### src/hw/rtl/fovr_pkg.sv
package fovr_pkg;

   // angle format: signed radians scaled by 2^-24
   localparam int AW = 29;
   // vectoring datapath width
   localparam int VW = 38;
   // rotation datapath width, sine and cosine scaled by 2^-30
   localparam int XW = 32;

   localparam logic signed [AW-1:0] ANG_PI      = 29'sd52707179;
   localparam logic signed [AW-1:0] ANG_TWO_PI  = 29'sd105414357;
   localparam logic signed [AW-1:0] ANG_HALF_PI = 29'sd26353589;
   localparam logic signed [AW-1:0] ANG_TEN_DEG = 29'sd2928177;
   localparam logic signed [XW-1:0] GAIN_INV    = 32'sd652032874;

   typedef enum logic {
      TAG_YAW,
      TAG_PITCH
   } vec_tag_type;

   // one vectoring (atan2) slot of the cell chain
   typedef struct packed {
      logic                   valid;
      vec_tag_type            tag;
      logic signed [VW-1:0]   x;
      logic signed [VW-1:0]   y;
      logic signed [AW-1:0]   z;
   } vec_type;

   // one ray slot of the rotation chain: yaw and pitch rotate side by side
   typedef struct packed {
      logic                   valid;
      logic                   last;
      logic signed [31:0]     pos_x;
      logic signed [31:0]     pos_y;
      logic signed [31:0]     pos_z;
      logic signed [AW-1:0]   ya;
      logic signed [XW-1:0]   yx;
      logic signed [XW-1:0]   yy;
      logic                   yneg;
      logic signed [AW-1:0]   pa;
      logic signed [XW-1:0]   px;
      logic signed [XW-1:0]   py;
      logic                   pneg;
   } rot_type;

   // atan(2^-i) in the angle format
   function automatic logic signed [AW-1:0] atan_entry(input logic [4:0] idx);
      logic signed [AW-1:0] v;
      case (idx)
         5'd0:    v = 29'sd13176795;
         5'd1:    v = 29'sd7778716;
         5'd2:    v = 29'sd4110060;
         5'd3:    v = 29'sd2086331;
         5'd4:    v = 29'sd1047214;
         5'd5:    v = 29'sd524117;
         5'd6:    v = 29'sd262123;
         5'd7:    v = 29'sd131069;
         5'd8:    v = 29'sd65536;
         5'd9:    v = 29'sd32768;
         5'd10:   v = 29'sd16384;
         5'd11:   v = 29'sd8192;
         5'd12:   v = 29'sd4096;
         5'd13:   v = 29'sd2048;
         5'd14:   v = 29'sd1024;
         5'd15:   v = 29'sd512;
         5'd16:   v = 29'sd256;
         5'd17:   v = 29'sd128;
         5'd18:   v = 29'sd64;
         5'd19:   v = 29'sd32;
         5'd20:   v = 29'sd16;
         5'd21:   v = 29'sd8;
         5'd22:   v = 29'sd4;
         5'd23:   v = 29'sd2;
         default: v = '0;
      endcase
      return v;
   endfunction

endpackage

### src/hw/rtl/fovr_vec_cell.sv
module fovr_vec_cell
   import fovr_pkg::*;
#(
   parameter int STAGE = 0
) (
   input  logic    clock,
   input  logic    reset,
   input  vec_type vec_in,
   output vec_type vec_out
);

   vec_type cell_ff;
   vec_type cell_in;

   // one vectoring micro-rotation, driving y toward zero
   always_comb begin
      cell_in = vec_in;
      if (vec_in.y[VW-1]) begin
         cell_in.x = vec_in.x - (vec_in.y >>> STAGE);
         cell_in.y = vec_in.y + (vec_in.x >>> STAGE);
         cell_in.z = vec_in.z - atan_entry(5'(STAGE));
      end else begin
         cell_in.x = vec_in.x + (vec_in.y >>> STAGE);
         cell_in.y = vec_in.y - (vec_in.x >>> STAGE);
         cell_in.z = vec_in.z + atan_entry(5'(STAGE));
      end
   end

   always_ff @(posedge clock) begin
      cell_ff <= cell_in;
      if (reset) begin
         cell_ff.valid <= 1'b0;
      end
   end

   assign vec_out = cell_ff;

endmodule

### config.mk
export PLATFORM = sky130hd
export DESIGN_NAME = fovr_vec_cell
export DESIGN_NICKNAME = d
export VERILOG_FILES = /design/src/hw/rtl/fovr_pkg.sv /design/src/hw/rtl/fovr_vec_cell.sv
export SDC_FILE = /design/constraint.sdc
export NUM_CORES = 1
export LEC_CHECK = 0
export BUFFER_PORTS_ARGS = -buffer_cell sky130_fd_sc_hd__clkbuf_2
export CAP_MARGIN = 10
export CORE_MARGIN = 3
export CORE_UTILIZATION = 47
export CTS_CLUSTER_DIAMETER = 80
export DETAILED_ROUTE_END_ITERATION = 12
export PLACE_DENSITY = 0.7
export SYNTH_ARGS = -nofsm -noshare
export SYNTH_HDL_FRONTEND = slang
export SYNTH_SLANG_ARGS = --single-unit
### constraint.sdc
create_clock -name clock -period 5.2 [get_ports clock]
set_clock_uncertainty 0.1 [all_clocks]
set_input_delay 1.3 -clock clock [delete_from_list [all_inputs] [get_ports clock]]
set_output_delay 1.3 -clock clock [all_outputs]
set_load 0.01 [all_outputs]
==> metrics.txt <==
CTS Sinks between 100 and 150; vias in the first global route 10142; worst endpoint required time 5.31 ns; Clock transition at path regs approximately 0.070 ns; global route overflow 0; Synth Net Count 1622; Nets 1805; Yosys Warn Count 0; hold_sp vec_in[105]; # rows 53; final hold violation count 0; gate family responsible for the most delay along the worst path compound AO/OA/AOI/OAI gates; Area growth, synth to finish 16.0%; FF+latch count, synth 106; commonest non-fill, non-tap cell in the layout clkbuf_2; full die area 24000 sq um; worst slew pin tran about 1.1 ns; total of max-cap violations 0; synth unique cells between 70 and 80; CTS Buf Count 9; H-tree depth 3; Final Setup Violations 0; placed cell areas roughly 12000 sq um; PD cells 272 nW/um^2; post-synthesis sequential area ratio 20.3%; DP Worst Slack 0.619 ns; critical path launch point vec_in[33]; sequential power share between 30% and 40%; max FFs per register 106; CP max stage cell ha_1; Longest Clk Path Bufs 2; Logic pwr share 42.5%; first-pass GRT wire length 52.2 mm; Async S/R FF share, synth 0%; pin count of the biggest net entering global routing 101; Initial Util 48.7%; CP endpoint kind register; Net Sw Power 1.24 mW; die width 155 um; commonest cells after routing, fill and taps aside 214 x clkbuf_2, 160 x a21oi_1, 147 x ha_1, 128 x inv_1; die extent in y 155 um; met1 usage 34.7%; Sw Ratio approximately 38%; PortBufs 215; crit path max fanout 10; core area around 21000 sq um; RSZ-0062 raised after global routing no; Max Transition Viols Final 0; DR vias 10711; busiest grt layer met2; Crit Path Class primary input to register; Critical Path Start Type primary input; crit-path max cell delay ~0.51 ns; met2 Usage GRT around 44%; Global Route met3 Usage 3.48%; hold_buf cts 0; internal power 2.05 mW; Cell Chain, Critical Path clkbuf_2, inv_1, ha_1, inv_1, a21oi_1, a311oi_1, o31ai_1, a21boi_2, o211ai_1, and4_1, nor3_1, a2111oi_0; Arrival @ worst endpoint 4.39 ns; setup tns final 0 ns; Worst path most repeated cell inv_1; Syn Inst Count 1362; Iteration-0 DRC Markers 1154; Mean Syn Cell Area 7.66 sq um; DRC Markers 0; number of gates resized after CTS 0; Finished Core Util a little under three fifths; fin crit share 82.4%; Setup WS post-layout a little over 0.9 ns; peak supply drop 0.141 mV; post-CTS setup repair buffer count 0; gr usage total approximately a quarter; Ports between 200 and 250; initial antenna violation count 0; RePlAce Congestion 0.981; Main synth FF type dfxtp_1; Min-Delay Path Class primary input to register; Post-synth EDFFs 0; drt first pass iters 5; post-route cell area 12100 sq um; Post-DRT Antenna Nets 0; clock share of power 25.4%; Mapped Area 10400 sq um; hold_ws roughly 0.94 ns; CTS root buf clkbuf_16; critical path buffer and inverter count 3; TritonCTS clock tree done; post-DP HPWL 26.5 mm; min Tclk post-route 4.28 ns; total wire length 33.1 mm; P_leak 5.91 nW; fmax between 0.2 and 0.25 GHz; Slew Limit Headroom 29.4%; status complete, no violations; Antenna Cells 0; WL/cell 18.1 um; Via-to-Cell Ratio slightly below 6; share of cells above drive strength 1 18.3%
synth_stat cells, types with 4 or more instances:
master | count | area share [%]
xor2_1 | 18 | 1.5
a31oi_1 | 15 | 0.90
buf_1 | 11 | 0.40
o21bai_1 | 38 | 2.7
a21o_1 | 36 | 2.6
a2111oi_0 | 5 | 0.42
or4_1 | 6 | 0.43
clkinv_1 | 4 | 0.14
clkbuf_1 | 36 | 1.3
o31ai_1 | 10 | 0.72
buf_2 | 12 | 0.58
a21boi_0 | 5 | 0.36
ha_1 | 147 | 18
nor2_1 | 106 | 3.8
a211oi_1 | 20 | 1.4
o311ai_0 | 4 | 0.34
a221oi_1 | 4 | 0.34
nand2b_1 | 12 | 0.72
nor3_1 | 30 | 1.4
a21oi_1 | 160 | 7.7
or2_2 | 9 | 0.54
nand2_1 | 70 | 2.5
o21a_1 | 16 | 1.2
o21ai_0 | 84 | 4.0
xnor2_1 | 69 | 5.8
inv_1 | 128 | 4.6
o22ai_1 | 8 | 0.48
fa_1 | 4 | 0.77
or3_1 | 12 | 0.72
a211o_1 | 6 | 0.50
and2_1 | 6 | 0.36
and4_1 | 5 | 0.42
o311a_1 | 4 | 0.38
mux2i_1 | 13 | 1.2
dfxtp_1 | 106 | 20
nand3_1 | 16 | 0.77
nor2b_1 | 16 | 0.96
and3_1 | 11 | 0.66
nand4_1 | 18 | 1.1
o211ai_1 | 14 | 1.0
o211a_1 | 6 | 0.58
stage by stage:
stage / std cells / total power [mW]
after floorplan: 1362 / 1.94
after global placement: 1808 / 2.44
after detailed placement: 1808 / 2.45
after CTS: 1824 / 3.29
after global routing: 1825 / 3.47
final: 1825 / 3.29
path summary, 6_finish.rpt:
check | endpoint | slack (ns) | cells after the start
hold / removal | vec_out[105] | 0.94 | 1
setup / recovery | vec_out[65] | 0.92 | 12
kinds of logic (layout without fill, tap and decap cells):
kind of cell / count (synthesis) / in the layout / share of synthesized area (%)
AOI/OAI and AO/OA: 482 / 482 / 30.0
xor gates and xnor gates: 87 / 87 / 7.31
adders and majority gates: 151 / 151 / 18.4
buffers and inverters: 195 / 383 / 7.31
DFF: 106 / 106 / 20.3
muxes: 14 / 14 / 1.36
and+or+nand+nor: 327 / 327 / 15.3
cell type report:
type	instances	area, sq um
inverters	133	499
clock inverters	6	119
fillers	2078	9330
well taps	275	344
flip-flops and latches	106	2120
multi-input cells	1061	7540
repair buffers	234	1230
clock buffers	10	239
power by group through the flow:
stage	Clock, mW	Combinational, mW	Sequential (mW)
after detailed placement	0	1.37	1.07
after global placement	0	1.37	1.07
after global routing	0.878	1.52	1.07
final	0.836	1.40	1.05
after floorplan	0	0.780	1.16
after CTS	0.852	1.38	1.06
metal layers:
metal / share of wire (%) / vias to the layer above / wire length (um)
li1: - / 5187 / -
met3: 8.0 / 77 / 2640
met2: 46 / 530 / 15300
met5: 0 / - / 0
met4: 3.2 / 0 / 1060
met1: 43 / 4917 / 14100
Note: power is estimated with default switching activity, not from simulation.
