### src/hw/rtl/fovr_isqrt.sv
module fovr_isqrt (
   input  logic        clock,
   input  logic        reset,
   input  logic        start,
   input  logic [56:0] value,
   output logic        done,
   output logic [28:0] root
);

   localparam int STEPS = 29;

   logic [57:0] val_ff;
   logic [29:0] acc_ff;
   logic [28:0] root_ff;
   logic [4:0]  cnt_ff;
   logic        busy_ff;
   logic        done_ff;

   logic [31:0] acc_sh;
   logic [31:0] trial;
   logic [31:0] acc_in;
   logic [28:0] root_in;

   // restoring square root, two radicand bits per step
   always_comb begin
      acc_sh = {acc_ff, val_ff[57:56]};
      trial  = {1'b0, root_ff, 2'b01};
      if (acc_sh >= trial) begin
         acc_in  = acc_sh - trial;
         root_in = {root_ff[27:0], 1'b1};
      end else begin
         acc_in  = acc_sh;
         root_in = {root_ff[27:0], 1'b0};
      end
   end

   always_ff @(posedge clock) begin
      done_ff <= 1'b0;
      if (start) begin
         val_ff  <= {1'b0, value};
         acc_ff  <= '0;
         root_ff <= '0;
         cnt_ff  <= '0;
         busy_ff <= 1'b1;
      end else if (busy_ff) begin
         val_ff  <= val_ff << 2;
         acc_ff  <= 30'(acc_in);
         root_ff <= root_in;
         cnt_ff  <= cnt_ff + 5'd1;
         if (cnt_ff == 5'(STEPS - 1)) begin
            busy_ff <= 1'b0;
            done_ff <= 1'b1;
         end
      end
      if (reset) begin
         busy_ff <= 1'b0;
         done_ff <= 1'b0;
      end
   end

   assign done = done_ff;
   assign root = root_ff;

endmodule

### config.mk
export PLATFORM = sky130hd
export DESIGN_NAME = fovr_isqrt
export DESIGN_NICKNAME = d
export VERILOG_FILES = /design/src/hw/rtl/fovr_isqrt.sv
export SDC_FILE = /design/constraint.sdc
export NUM_CORES = 1
export LEC_CHECK = 0
export ABC_AREA = 1
export CAP_MARGIN = 10
export CORE_MARGIN = 5
export CORE_UTILIZATION = 46
export CTS_CLUSTER_SIZE = 16
export DETAILED_ROUTE_END_ITERATION = 10
export DONT_BUFFER_PORTS = 1
export SYNTH_ARGS = -nofsm -noshare
export SYNTH_HDL_FRONTEND = slang
export SYNTH_SLANG_ARGS = --single-unit
### constraint.sdc
create_clock -name clock -period 3.9 [get_ports clock]
set_input_delay 0.195 -clock clock [delete_from_list [all_inputs] [get_ports clock]]
set_output_delay 0.195 -clock clock [all_outputs]
set_load 0.005 [all_outputs]
==> results.yml, run 1 <==
timing:
  fin_tns_setup_ps: 0
  fin_skew_ps: 13.8
  worst_hold_slack_ps: 137
  transition_time_at_the_pin_with_the_least_slew_margin_ps: 1100
  fin_crit_ps: 2720
  setup_viol: 0
  rsz_0062_raised_after_global_routing: "false"
  timing.final.crit_share_pct: 69.6
  hold_violations: 0
  max_clock_freq_mhz: 368
  worst_slew_margin_rel_pct: 26.6
  timing.final.max_slew_violations: 0
synth:
  yosys_register_bits: 124
  post-synth-top-area-cell: "nand2_1"
  synthDominantCellAreaShare_pct: 25.8
  yosys-top-cells-area: "nand2_1 26%, edfxtp_1 23%, dfxtp_1 18%"
  ys_dominant_reg_cell: "dfxtp_1"
  syn_area_mm2: 0.00760
  synth_commonest_cells: "523 x nand2_1, 152 x inv_1, 68 x nand3_1"
  avgSynthCellArea_um2: 6.81
  syn_inst: 1115
  synth.yosys.warnings: 0
  ys_async_sr_fraction_pct: 0
  synth_fp_nets: 1208
  yosys.cell_types.count: 36
  most_used_standard_cell_by_instance_count_after_synthesis: "nand2_1"
  synth_edf_count: 57
  seq_total_area_yosys_pct: 40.2
clocking:
  clk-insertion-delay-late_ps: 420
  clk_root_buffer_cell: "clkbuf_16"
  path_clk_slew_ps: 60
  cts_tree: "built"
  ctsResizeCount: 0
  number_of_clock_buffers_inserted_by_tritoncts: 17
  cts_max_level: 4
  cts.sink_count: 124
  clk_path_buf_depth: 2
power:
  vdd_ir_drop_max_mv: 0.445
  power_density_mw_per_mm2: 735
  cellLeakagePower_uw: 0.00449
grt:
  overflow: 0
  grt_use_total_pct: 20.4
  grt_antenna_before_repair: 0
  first_global_vias: 6640
  first_pass_grt_wire_length_um: 32200
  grt_max_degree: 68
worst_setup_path:
  critical_path.max_fanout: 31
  critical_path.most_common_cell: "nand2_1"
  critical_path_cell_with_the_highest_stage_delay: "ha_1"
  setup.worst_path.end_class: "flop"
  path_cells: "inv_1 -> ha_1 -> nand2_1 -> inv_2 -> nand2_1 -> nand2_1 -> a21oi_2 -> nor2_2 -> nor2_8 -> nand2_4 -> nand2_2 -> o21ai_0"
  cp-start-kind: "flop"
  cpPeakStageDelay_ps: 370
  path_buf_inv: 2
  kind_of_cell_with_the_highest_combined_delay_on_the_critical_path: "simple AND/OR/NAND/NOR gates"
  cp.required_ps: 4170
  timing.critical_path.arrival_ps: 2980
  criticalPathCategory: "flop to flop"
detailed_routing:
  routed-wl-met3_um: 902
  first_iter_violations: 325
  number_of_nets_with_antenna_violations_after_detailed_routing: 0
  finalWirelength_um: 19100
  detailedRoute.firstPassIterationCount: 5
  wl_per_cell_um: 13.9
  highest_layer: "met4"
  met2_wirelength_um: 9050
  drt-vias-per-instance: 4.86
  wirelength_met1_um: 8870
  detail_route.drc_violations: 0
  dr_total_vias: 6656
layout:
  synthToLayoutAreaGrowth_pct: 14.7
  ant_cells: 0
  num-nets-final: 1230
  count_of_placed_standard_cells_in_the_final_layout_fillers_left_out: 1370
  fin_util_pct: 53.1
  post_route_cells_drive_above_1_share_pct: 5.39
placement:
  port_buffers: 0
  place_inst: 1279
  routabilityCongestion: 0.885
  detailed_place_hpwl_um: 13300
job:
  maxCapViolations: 0
die:
  initial_core_util_pct: 46.3
  die_w_um: 139
  die-area_mm2: 0.0192
  num_io_pins: 90
  floorplan.rows: 47
  die_h_um: 139
  core_area_mm2: 0.0164
run_status:
  status: "complete, no violations"
worst_hold_path:
  worstHoldPathType: "input port to flop"
[report_power, final]
| group | total, µW | internal [µW] | switching [µW] |
|---|---|---|---|
| logic | 3280 | 1060 | 2210 |
| clock network | 1520 | 886 | 638 |
| registers | 1610 | 1520 | 83.7 |
| total | 6410 | 3470 | 2940 |
[metrics by stage]
step	instance area (µm²)	total power [µW]	setup WS (ps)
global placement	7550	4830	1200
finish	8710	6410	1180
detailed placement	7550	4830	1180
floorplan	7600	4180	1090
global route	8710	7010	928
CTS	8710	6430	1160
[sequential cells by signal, summed over array words and instances, names as in the netlist]
register and cells:
busy_ff 1, root 29, done 1, acc_ff 30, cnt_ff 5, val_ff 58
[worst reg2reg max path, delay by kind of cell, from the launching register on]
family | cells | cell delay, ps
simple gates | 7 | 1340
compound gates | 2 | 400
fa+ha+maj | 1 | 370
flops | 1 | 350
buf+inv | 2 | 120
[cell type report]
| cell class | count | area [µm²] |
|---|---|---|
| clock inverters | 15 | 138 |
| flip-flops and latches | 124 | 3050 |
| well taps | 220 | 275 |
| fillers | 1620 | 7690 |
| inverters | 157 | 591 |
| multi-input cells | 774 | 3600 |
| repair buffers | 63 | 631 |
| clock buffers | 17 | 425 |
[metal layers]
metal  GRT usage [%]  vias up
met5               0        -
met4            5.46        0
met3            5.63       22
met2            34.0      130
met1            26.1     3003
li1                -     3501
[layout by cell type (no fill, tap or decap), drive strengths merged, types with 2 or more instances in the layout]
master       Yosys  final
nand2          530    530
inv            156    161
nand3           69     69
dfxtp           67     67
dlygate4sd3      0     58
edfxtp          57     57
nor2            48     48
ha              33     33
o22ai           28     28
a21oi           19     19
clkbuf          18     17
xor2            10     10
o21ai            9      9
nand4            8      8
clkinv           1      8
nand3b           6      6
nor3             5      5
buf             42      5
a31oi            2      2
o21bai           2      2
or2              2      2
clkinvlp         0      2
[what timing repair did]
action	in CTS	in global routing
hold buffers	59	0
endpoints found under the hold margin	60	0
setup endpoints to repair	0	0
setup buffers	0	0
[worst paths after layout]
check | startpoint | slack [ps] | cells past startpoint | end
worst max-delay path | root[16] | 1180 | 12 | root[0]
worst min-delay path | start | 140 | 2 | cnt_ff[4]
worst max register to register | root[16] | 1180 | 12 | root[0]
worst min register to register | acc_ff[28] | 470 | 2 | acc_ff[28]
[logic make-up after synthesis]
kind of cell	synth area share (%)
buffers and inverters	12.5
AOI/OAI and AO/OA	4.61
DFF	40.2
xor gates and xnor gates	1.27
and+or+nand+nor	36.0
adders and majority gates	5.43
(Power assumes the default switching activity.)
==> inputs of run 2 (changes only) <==
==> constraint.sdc (replaced) <==
create_clock -name clock -period 2.4 [get_ports clock]
set_input_delay 0.12 -clock clock [delete_from_list [all_inputs] [get_ports clock]]
set_output_delay 0.12 -clock clock [all_outputs]
set_load 0.005 [all_outputs]
==> run 2 against run 1 <==
Compared with the run above:
- combinational power up 74%
- final area up 2.6%
- clock power up 72%
- sequential cell count unchanged
- fmax up 21%
- final cell count up 1.0%
- sequential power up 62%
- core utilization up 1.4 points
==> results.yml, run 2 (synthesis results as in run 1) <==
power:
  power_switching_share_pct: 44.9
  power_density_mw_per_mm2: 1220
  vdd_ir_drop_max_mv: 0.696
  int_pwr_uw: 6010
  p_seq_share_pct: 23.9
  total_power_uw: 10900
  cellLeakagePower_uw: 0.00458
  comb_power_share_pct: 52.2
  net-switching-power_uw: 4900
  power.share.clock_pct: 23.9
grt:
  grt_max_degree: 59
  first_global_vias: 6720
  grt_antenna_before_repair: 0
  first_pass_grt_wire_length_um: 32400
  grt_use_total_pct: 20.4
  overflow: 0
worst_setup_path:
  critical_path.max_fanout: 8
  regToRegEndpoint: "root[0]"
  cp-start-kind: "flop"
  worstReg2RegStart: "root[21]"
  worstSetupStartpoint: "root[21]"
  criticalPathCategory: "flop to flop"
  cp.required_ps: 2670
  reg2regPathDepth: 10
  critical_path.endpoint: "root[0]"
  r2r_slack_ps: 150
  timing.critical_path.arrival_ps: 2520
  setup.worst_path.end_class: "flop"
detailed_routing:
  detailedRoute.firstPassIterationCount: 5
  finalWirelength_um: 19400
  wl_per_cell_um: 14.0
  detail_route.drc_violations: 0
  drt-vias-per-instance: 4.85
  dr_total_vias: 6710
  number_of_nets_with_antenna_violations_after_detailed_routing: 0
  first_iter_violations: 391
placement:
  port_buffers: 0
  detailed_place_hpwl_um: 13700
  routabilityCongestion: 0.935
  detailed_place.area_mm2: 0.00768
die:
  die_w_um: 139
  initial_core_util_pct: 46.3
  core_area_mm2: 0.0164
  die_h_um: 139
  num_io_pins: 90
  die-area_mm2: 0.0192
  floorplan.rows: 47
clocking:
  number_of_clock_buffers_inserted_by_tritoncts: 17
  cts_tree: "built"
  clk-insertion-delay-late_ps: 430
  clk_path_buf_depth: 2
  cts.sink_count: 124
  clk_root_buffer_cell: "clkbuf_16"
  path_clk_slew_ps: 60
  cts_max_level: 4
timing:
  fin_tns_setup_ps: 0
  timing.final.crit_share_pct: 93.7
  worst_slew_margin_rel_pct: 58.3
  max_clock_freq_mhz: 445
  transition_time_at_the_pin_with_the_least_slew_margin_ps: 624
  fin_crit_ps: 2250
  fin_skew_ps: 15.7
  setup_viol: 0
  rsz_0062_raised_after_global_routing: "false"
  hold_violations: 0
  timing.final.max_slew_violations: 0
layout:
  fillerInstances: 1628
  synthToLayoutAreaGrowth_pct: 17.6
  ant_cells: 0
  layout_common_cells: "520 x nand2_1, 151 x inv_1, 68 x nand3_1"
  layout.cells.most_common: "nand2_1"
  post_route_cells_drive_above_1_share_pct: 7.13
  num-nets-final: 1244
  largest_reg_flops: 58
  largest-register: "val_ff"
  stdcell_area_mm2: 0.00894
job:
  maxCapViolations: 0
worst_hold_path:
  worstHoldPathType: "input port to flop"
run_status:
  status: "complete, no violations"
run 2: power by group through the flow:
stage / sequential, µW / clock, µW / combinational, µW
2_1_floorplan: 2610 / 0 / 4190
3_3_place_gp: 2650 / 0 / 5440
3_5_place_dp: 2650 / 0 / 5460
4_1_cts: 2610 / 2640 / 5590
5_1_grt: 2640 / 2750 / 6470
6_report: 2610 / 2610 / 5700
run 2: critical path, cell delays in order, from the launching register on:
cell and delay, ps:
dfxtp_1 350, inv_1 80, ha_1 390, a21oi_2 210, nand2_1 120, a21oi_2 200, nor2_4 70, nor2_8 160
nand2_4 120, nand2_2 210, o21ai_0 190
run 2: metal layers:
metal	vias to the layer above	global-route usage [%]	routed length (µm)	part of all wire [%]
li1	3512	-	-	-
met5	-	0	0	0
met1	3011	25.4	8840	45
met3	28	5.04	946	4.9
met2	159	35.5	9360	48
met4	0	5.67	303	1.6
run 2: how the worst min path moves through the flow:
stage / to / slack (ps) / from / depth (start not counted)
after floorplan: busy_ff / 190 / reset / 1
after global placement: busy_ff / 190 / reset / 1
after detailed placement: busy_ff / 190 / reset / 1
after CTS: cnt_ff[3] / 20 / start / 3
after global routing: cnt_ff[3] / 50 / start / 3
final: cnt_ff[3] / 10 / start / 3
run 2: layout make-up:
cell class / instances / area, µm² / share of cell area (%)
Clock inverter: 14 / 159 / 1.78
Tap cell: 220 / 275 / 3.08
Sequential cell: 124 / 3050 / 34.2
Timing Repair Buffer: 77 / 777 / 8.69
Inverter: 157 / 591 / 6.61
Clock buffer: 18 / 429 / 4.80
Multi-Input combinational cell: 774 / 3650 / 40.9
run 2: repair_timing:
item | CTS | global route
endpoints found under the hold margin | 60 | 0
hold buffers | 59 | 0
setup buffers | 0 | 2
endpoints found under the setup margin | 0 | 29
gates resized for setup | 0 | 11
run 2: metrics by stage:
stage	std cells	utilization [%]	setup slack (ps)	hold slack, ps
after floorplan	1115	-	539	189
after CTS	1382	54.0	80.4	19.1
after global routing	1384	54.5	7.92	47.2
final	1384	54.5	151	13.1
after detailed placement	1291	46.8	103	195
after global placement	1291	46.8	105	192
