`src/hw/rtl/fovr_pkg.sv`:
```
package fovr_pkg;

   // angle format: signed radians scaled by 2^-24
   localparam int AW = 29;
   // vectoring datapath width
   localparam int VW = 38;
   // rotation datapath width, sine and cosine scaled by 2^-30
   localparam int XW = 32;

   localparam logic signed [AW-1:0] ANG_PI      = 29'sd52707179;
   localparam logic signed [AW-1:0] ANG_TWO_PI  = 29'sd105414357;
   localparam logic signed [AW-1:0] ANG_HALF_PI = 29'sd26353589;
   localparam logic signed [AW-1:0] ANG_TEN_DEG = 29'sd2928177;
   localparam logic signed [XW-1:0] GAIN_INV    = 32'sd652032874;

   typedef enum logic {
      TAG_YAW,
      TAG_PITCH
   } vec_tag_type;

   // one vectoring (atan2) slot of the cell chain
   typedef struct packed {
      logic                   valid;
      vec_tag_type            tag;
      logic signed [VW-1:0]   x;
      logic signed [VW-1:0]   y;
      logic signed [AW-1:0]   z;
   } vec_type;

   // one ray slot of the rotation chain: yaw and pitch rotate side by side
   typedef struct packed {
      logic                   valid;
      logic                   last;
      logic signed [31:0]     pos_x;
      logic signed [31:0]     pos_y;
      logic signed [31:0]     pos_z;
      logic signed [AW-1:0]   ya;
      logic signed [XW-1:0]   yx;
      logic signed [XW-1:0]   yy;
      logic                   yneg;
      logic signed [AW-1:0]   pa;
      logic signed [XW-1:0]   px;
      logic signed [XW-1:0]   py;
      logic                   pneg;
   } rot_type;

   // atan(2^-i) in the angle format
   function automatic logic signed [AW-1:0] atan_entry(input logic [4:0] idx);
      logic signed [AW-1:0] v;
      case (idx)
         5'd0:    v = 29'sd13176795;
         5'd1:    v = 29'sd7778716;
         5'd2:    v = 29'sd4110060;
         5'd3:    v = 29'sd2086331;
         5'd4:    v = 29'sd1047214;
         5'd5:    v = 29'sd524117;
         5'd6:    v = 29'sd262123;
         5'd7:    v = 29'sd131069;
         5'd8:    v = 29'sd65536;
         5'd9:    v = 29'sd32768;
         5'd10:   v = 29'sd16384;
         5'd11:   v = 29'sd8192;
         5'd12:   v = 29'sd4096;
         5'd13:   v = 29'sd2048;
         5'd14:   v = 29'sd1024;
         5'd15:   v = 29'sd512;
         5'd16:   v = 29'sd256;
         5'd17:   v = 29'sd128;
         5'd18:   v = 29'sd64;
         5'd19:   v = 29'sd32;
         5'd20:   v = 29'sd16;
         5'd21:   v = 29'sd8;
         5'd22:   v = 29'sd4;
         5'd23:   v = 29'sd2;
         default: v = '0;
      endcase
      return v;
   endfunction

endpackage

```
`src/hw/rtl/fovr_rot_cell.sv`:
```
module fovr_rot_cell
   import fovr_pkg::*;
#(
   parameter int STAGE = 0
) (
   input  logic    clock,
   input  logic    reset,
   input  logic    en,
   input  rot_type rot_in,
   output rot_type rot_out
);

   rot_type cell_ff;
   rot_type cell_in;

   // one rotation step each for the yaw and the pitch angle
   always_comb begin
      cell_in = rot_in;
      if (rot_in.ya[AW-1]) begin
         cell_in.yx = rot_in.yx + (rot_in.yy >>> STAGE);
         cell_in.yy = rot_in.yy - (rot_in.yx >>> STAGE);
         cell_in.ya = rot_in.ya + atan_entry(5'(STAGE));
      end else begin
         cell_in.yx = rot_in.yx - (rot_in.yy >>> STAGE);
         cell_in.yy = rot_in.yy + (rot_in.yx >>> STAGE);
         cell_in.ya = rot_in.ya - atan_entry(5'(STAGE));
      end
      if (rot_in.pa[AW-1]) begin
         cell_in.px = rot_in.px + (rot_in.py >>> STAGE);
         cell_in.py = rot_in.py - (rot_in.px >>> STAGE);
         cell_in.pa = rot_in.pa + atan_entry(5'(STAGE));
      end else begin
         cell_in.px = rot_in.px - (rot_in.py >>> STAGE);
         cell_in.py = rot_in.py + (rot_in.px >>> STAGE);
         cell_in.pa = rot_in.pa - atan_entry(5'(STAGE));
      end
   end

   always_ff @(posedge clock) begin
      if (en) begin
         cell_ff <= cell_in;
      end
      if (reset) begin
         cell_ff.valid <= 1'b0;
      end
   end

   assign rot_out = cell_ff;

endmodule

```
`config.mk`:
```
export PLATFORM = sky130hd
export DESIGN_NAME = fovr_rot_cell
export DESIGN_NICKNAME = d
export VERILOG_FILES = /design/src/hw/rtl/fovr_pkg.sv /design/src/hw/rtl/fovr_rot_cell.sv
export SDC_FILE = /design/constraint.sdc
export NUM_CORES = 1
export LEC_CHECK = 0
export BUFFER_PORTS_ARGS = -buffer_cell sky130_fd_sc_hd__buf_4
export CAP_MARGIN = 20
export CORE_AREA = 10 10 216 218
export DETAILED_ROUTE_END_ITERATION = 8
export DIE_AREA = 0 0 226 228
export PLACE_DENSITY = 0.78
export RECOVER_POWER = 50
export REMOVE_ABC_BUFFERS = 1
export SETUP_SLACK_MARGIN = 0.02
export SLEW_MARGIN = 10
export SYNTH_ARGS = -nofsm -noshare
export SYNTH_HDL_FRONTEND = slang
export SYNTH_SLANG_ARGS = --single-unit
```
`constraint.sdc`:
```
create_clock -name clock -period 8 [get_ports clock]
set_input_delay 0 -clock clock [delete_from_list [all_inputs] [get_ports clock]]
set_output_delay 0 -clock clock [all_outputs]
set_load 0.02 [all_outputs]
```
==> results of run 1 <==
-- final cells by class --
class / instances / share of cell area (%)
inverter: 207 / 2.78
sequential: 284 / 30.4
clock buffer: 46 / 3.43
antenna: 3 / 0.0268
timing repair buffer: 718 / 17.2
tap: 546 / 2.44
clock inverter: 15 / 0.568
multi-input combinational: 1688 / 43.1
-- per-stage QoR --
stage | worst slack [ns] | total power, mW | area, µm² | util [%]
floorplan | 4.22 | 3.06 | 21400 | -
global placement | 4.38 | 3.87 | 26400 | 62.2
CTS | 4.53 | 5.53 | 28900 | 68.0
detailed placement | 4.29 | 3.88 | 26400 | 62.2
finish | 4.39 | 5.39 | 28000 | 65.8
global route | 4.20 | 5.63 | 28000 | 65.8
-- layer usage --
| metal | track usage [%] | up-vias | wire [µm] |
|---|---|---|---|
| met4 | 11.1 | 2 | 3020 |
| met1 | 36.3 | 10000 | 31500 |
| li1 | - | 9600 | - |
| met3 | 7.08 | 167 | 7110 |
| met2 | 53.1 | 1057 | 40400 |
| met5 | 0 | - | 12 |
-- worst max-delay path, delay by kind of cell --
kind,cells,cell delay (ns)
buffers and inverters,3,1.52
AOI/OAI and AO/OA,4,0.91
and+or+nand+nor,4,0.87
adders and majority gates,1,0.40
xor gates and xnor gates,1,0.11
-- cell families (layout without fill, tap and decap cells) --
group                    count (synthesis)  after routing  synth area share [%]
AO/OA/AOI/OAI                          741            741                  21.6
multiplexers                            26             26                  1.20
buffers and inverters                  297            986                  5.26
AND/OR/NAND/NOR                        506            506                  11.4
other                                    0              3                     0
flip-flops                             284            284                  39.2
adder cells (fa/ha/maj)                250            250                  14.7
XOR/XNOR                               165            165                  6.65
-- how the worst max path moves through the flow --
stage / to / slack, ns / depth (start not counted)
6_report: rot_out[185] / 4.39 / 13
3_5_place_dp: rot_out[186] / 4.29 / 12
5_1_grt: rot_out[185] / 4.20 / 14
3_3_place_gp: rot_out[92] / 4.38 / 12
4_1_cts: rot_out[185] / 4.53 / 13
2_1_floorplan: rot_out[92] / 4.22 / 10
-- report_power, final --
| part | switching (mW) | leakage [nW] | internal, mW |
|---|---|---|---|
| clock | 0.629 | 0.542 | 0.941 |
| combinational | 1.17 | 8.66 | 0.663 |
| sequential | 0.0841 | 2.78 | 1.91 |
-- timing repair --
item | CTS | global route
buffers inserted | 0 | 0
hold buffers | 136 | 0
endpoints found under the hold margin | 169 | 0
-- placed cells by master (no fill, tap or decap), types with 44 or more instances in the layout --
cell and n:
edfxtp_1 283, a21oi_1 269, clkbuf_1 257, ha_1 242, buf_4 242, inv_1 202
nor2_1 156, o21ai_0 143, dlygate4sd3_1 136, xnor2_1 132, nand2_1 104, clkbuf_4 91
a21o_1 69, nor3_1 48, o21bai_1 44
==> results.toml, run 1 <==
[grt]
overflow = 0
grt_pass1_vias = 20600
antenna_found_initial = 2
grt_max_degree = 89
grt_pass1_wl_um = 124000
grt_usage_pct = 30.7

[synth]
synth_commonest_cells = "283 x edfxtp_1, 269 x a21oi_1, 242 x ha_1"
avgSynthCellArea_um2 = 9.58
synthArstFlopShare_pct = 0
synth_top_cells_by_area = "edfxtp_1 39%, ha_1 14%, a21oi_1 6.2%, xnor2_1 5.3%, inv_1 3.5%"
synth_top_area_cell = "edfxtp_1"
yosysSeqAreaShare_pct = 39.2
synth-seq-cells = 284
synthCells = 2269
netlist_area_um2 = 21700
synth-main-ff-cell = "edfxtp_1"
synth_most_common_cell = "edfxtp_1"
netlist.area_leader.share_pct = 39.1
synth-edff-count = 283
yosysUniqueCellTypes = 78
ys.warnings.count = 0

[clocking]
cts_resized = 0
clock-sinks = 284
cts_tree = "yes"
htreeDepth = 2
insertion_delay_ns = 0.54
cts-root-buf = "clkbuf_16"
clockBufferDepth = 3
clkSlewWorstSetupHoldPaths_ns = 0.06
cts_buffers = 34

[cells_and_area]
largest_reg_flops = 284
layout.nets = 3472
seqCellArea_um2 = 8520
stdcell_count = 3507
nFillCells = 3531
layout-drive-gt1-share_pct = 13.9
multi_input_area_um2 = 12100
area_delta_synth_final_pct = 28.8

[detailed_routing]
ant_nets = 0
post_drt_wl_per_cell_um = 23.4
first_pass_iters = 6
post_drt_via_cell_ratio = 5.94
drtIter0Drc = 2159
post-route-drc-count = 0
route.vias.total = 20800
routed_wl_um = 82100

[timing]
rsz0062_at_grt = "no"
fin_crit_sh_pct = 45.2
tns_ns = 0
fin_crit_ns = 3.61
slew_headroom_pct = 36.1
final_max_slew_viol_count = 0
fmax_mhz = 277
hold_violations = 0
finalClockSkew_ns = 0
worst_pin_slew_ns = 0.959
setup_viol = 0
holdWs_ns = 0.0239

[setup_path]
critPathLaunchType = "primary input"
crit_slowest_cell = "buf_4"
endpoint_kind = "register"
critPathMaxFanout = 57
critPathArrivalTime_ns = 3.90
slowest_delay_ns = 0.57
path_cells = "buf_4 -> buf_4 -> ha_1 -> a21o_1 -> a31o_2 -> and4_1 -> nor3_1 -> or3b_2 -> a21oi_1 -> o311ai_0 -> nor2b_1 -> xnor2_1 -> dlygate4sd3_1"
crit_top_cell = "buf_4"
ff2ff_setup_slack_ns = 6.79
worstSetupPathType = "primary input to register"
r2r_end = "rot_out[285]"
crit_required_ns = 8.28
reg2reg_depth = 3
timing.rr.start = "rot_out[285]"
crit_path_start = "rot_in[187]"

[worst_hold_path]
worstHoldStart = "rot_in[91]"
hold_path_end = "rot_out[91]"
hold_path_depth = 3
hold_path.class = "primary input to register"

[placed_design]
dpl.hpwl_um = 64200
io_buffer_count = 574
gp_congestion = 0.973
place_inst = 3307

[status]
status = "completed"

[floorplan]
start_util_pct = 51.1
core-area_um2 = 42500
dieArea_um2 = 51500
die_x_um = 226
ios = 575
die_h_um = 228
row_count = 76

[power]
p_leak_nw = 12.0
p_per_area_nw_per_um2 = 193
peakVddDrop_uv = 194

[flow_run]
cap_violations = 0
Power figures use the tool's default switching activity.
==> inputs of run 2 (changes only) <==
- ABC_AREA: not set -> 1
- CORE_AREA: 10 10 216 218 -> not set
- CORE_MARGIN: not set -> 10
- CORE_UTILIZATION: not set -> 55
- DIE_AREA: 0 0 226 228 -> not set
- PLACE_DENSITY: 0.78 -> 0.81
- clock period: 8 -> 3.63 ns (I/O delays scaled with it)
==> run 2 against run 1 <==
Net effect: die area rose by 12%; via count rose by 40%; total power grew 140%; critical endpoint is now rot_out[32]; highest routed layer unchanged.
==> results.toml, run 2 <==
[floorplan]
row_count = 80
start_util_pct = 55.6
ios = 575
core-area_um2 = 47700
die_h_um = 240
die_x_um = 240
dieArea_um2 = 57500

[timing]
worst_pin_slew_ns = 0.795
fin_crit_ns = 2.71
fmax_mhz = 368
hold_violations = 0
tns_ns = 0
final_max_slew_viol_count = 0
setup_viol = 0
fin_crit_sh_pct = 74.8
rsz0062_at_grt = "no"
finalClockSkew_ns = 0
slew_headroom_pct = 47.0

[placed_design]
io_buffer_count = 574
dpl.hpwl_um = 88000
gp_congestion = 1.00

[grt]
grt_pass1_wl_um = 163000
grt_usage_pct = 37.1
overflow = 0
grt.met2_usage_pct = 57.7
antenna_found_initial = 10
grt_max_degree = 89
grt_util_met3_pct = 9.47
grt_pass1_vias = 27400
use_met1_pct = 45.7
busiest_layer = "met2"

[clocking]
cts_buffers = 35
clockBufferDepth = 3
clkSlewWorstSetupHoldPaths_ns = 0.06
cts_resized = 0
hold_buffers = 165
insertion_delay_ns = 0.57
htreeDepth = 2
cts-root-buf = "clkbuf_16"
clock-sinks = 284
post_cts_buffers = 0
cts_tree = "yes"

[cells_and_area]
layout.nets = 5172
nFillCells = 4301
area_delta_synth_final_pct = 24.7
largest_reg_flops = 284
layout_common_cells = "1,381 x nand2_1, 700 x inv_1, 324 x nand3_1"
layout_commonest_cell = "nand2_1"
layout-drive-gt1-share_pct = 8.91
fin_util_pct = 69.3

[worst_hold_path]
hold_path_depth = 3
worstHoldStart = "rot_in[179]"
hold_path.class = "primary input to register"
hold_path_end = "rot_out[179]"

[synth]
synth_commonest_cells = "1,381 x nand2_1, 701 x inv_1, 324 x nand3_1"
avgSynthCellArea_um2 = 6.75
synth_top_cells_by_area = "edfxtp_1 32%, nand2_1 20%, ha_1 11%, inv_1 9.9%, nand3_1 6.1%"
synthArstFlopShare_pct = 0
netlist_area_um2 = 26600
synth-edff-count = 283
synth_most_common_cell = "nand2_1"
netlist.area_leader.share_pct = 32.0
yosysSeqAreaShare_pct = 32.1
yosysUniqueCellTypes = 45
synth-main-ff-cell = "edfxtp_1"
synth-seq-cells = 284
synthCells = 3932
synth_top_area_cell = "edfxtp_1"
ys.warnings.count = 0

[detailed_routing]
routed_wl_um = 111000
route.vias.total = 29200
drtIter0Drc = 3220
first_pass_iters = 6
post_drt_via_cell_ratio = 5.52
post-route-drc-count = 0
ant_nets = 0
post_drt_wl_per_cell_um = 21.0

[setup_path]
ff2ff_setup_slack_ns = 2.42
endpoint_kind = "register"
critPathMaxFanout = 5
timing.rr.start = "rot_out[285]"
reg2reg_depth = 3
critPathArrivalTime_ns = 3.03
crit_required_ns = 3.95
r2r_end = "rot_out[285]"
worstSetupPathType = "primary input to register"
critPathLaunchType = "primary input"

[power]
p_clk_share_pct = 29.2
power_frac_comb_pct = 36.9
switchingPower_mw = 5.03
sequentialPowerShare_pct = 33.9
p_per_area_nw_per_um2 = 386
netSwitchingFraction_pct = 39.4
peakVddDrop_uv = 384
p_leak_nw = 17.2
power.internal_mw = 7.74

[status]
status = "completed"

[flow_run]
cap_violations = 0
==> run 2: worst max path at each step <==
stage                           start            to  slack, ns  depth (start not counted)
final                       rot_in[2]   rot_out[32]       0.92                         18
after global routing        rot_in[2]   rot_out[32]       0.71                         18
after CTS                   rot_in[2]   rot_out[32]       1.12                         18
after detailed placement  rot_in[187]  rot_out[182]       1.36                         11
after global placement    rot_in[187]  rot_out[182]       1.33                         11
after floorplan            rot_in[93]   rot_out[84]       0.63                         11
==> run 2: layer usage <==
metal  wire, µm  up-vias
li1           -    13900
met1      42600    13300
met2      48800     1647
met3      12300      310
met4       7030       10
met5         62        -
==> run 2: power groups by stage <==
stage          logic, mW  registers, mW  clock network, mW
2_1_floorplan       2.18           4.84                  0
3_3_place_gp        4.64           4.36                  0
3_5_place_dp        4.66           4.37                  0
4_1_cts             4.86           4.31               3.69
5_1_grt             5.10           4.35               3.85
6_report            4.71           4.33               3.73
==> run 2: per-stage QoR <==
step	hold slack [ns]	power (mW)	cell area [µm²]	setup slack [ns]	cells
after global placement	0.161	8.99	31200	1.33	5046
after detailed placement	0.165	9.04	31200	1.36	5046
after CTS	0.00283	12.9	34100	1.12	5275
after global routing	0.0141	13.3	33100	0.710	5279
after floorplan	0.0724	7.02	26100	0.628	3849
final	0.0116	12.8	33100	0.916	5284
==> run 2: cells by family after synthesis <==
family	count (synthesis)	synth area share, %
simple gates	2108	32.7
buf+inv	789	11.9
compound gates	409	8.35
flops	284	32.1
fa+ha+maj	250	12.0
xor+xnor	91	3.00
mux	1	0.0377
==> run 2: layout make-up <==
type	instances	area, µm²	share of cell area [%]
multi-input cells	2859	14900	45.0
flip-flops and latches	284	8520	25.7
repair buffers	747	5070	15.3
inverters	706	2650	8.00
clock buffers	43	926	2.80
well taps	615	769	2.32
clock inverters	21	259	0.782
diodes	9	22.5	0.0680
==> run 2: worst max-delay path, cell delays in order <==
cell and delay (ns):
dlygate4sd3_1 0.60, buf_4 0.18, inv_1 0.10, ha_1 0.32, nand2_1 0.07, inv_1 0.10
nand2_1 0.08, nand2_1 0.15, nand2_1 0.07, nand2_1 0.12, nand2_1 0.07, nand2_1 0.24
nand2_1 0.14, nand2_1 0.08, nand2_1 0.05, nand3_1 0.06, nand2_1 0.06, dlygate4sd3_1 0.54
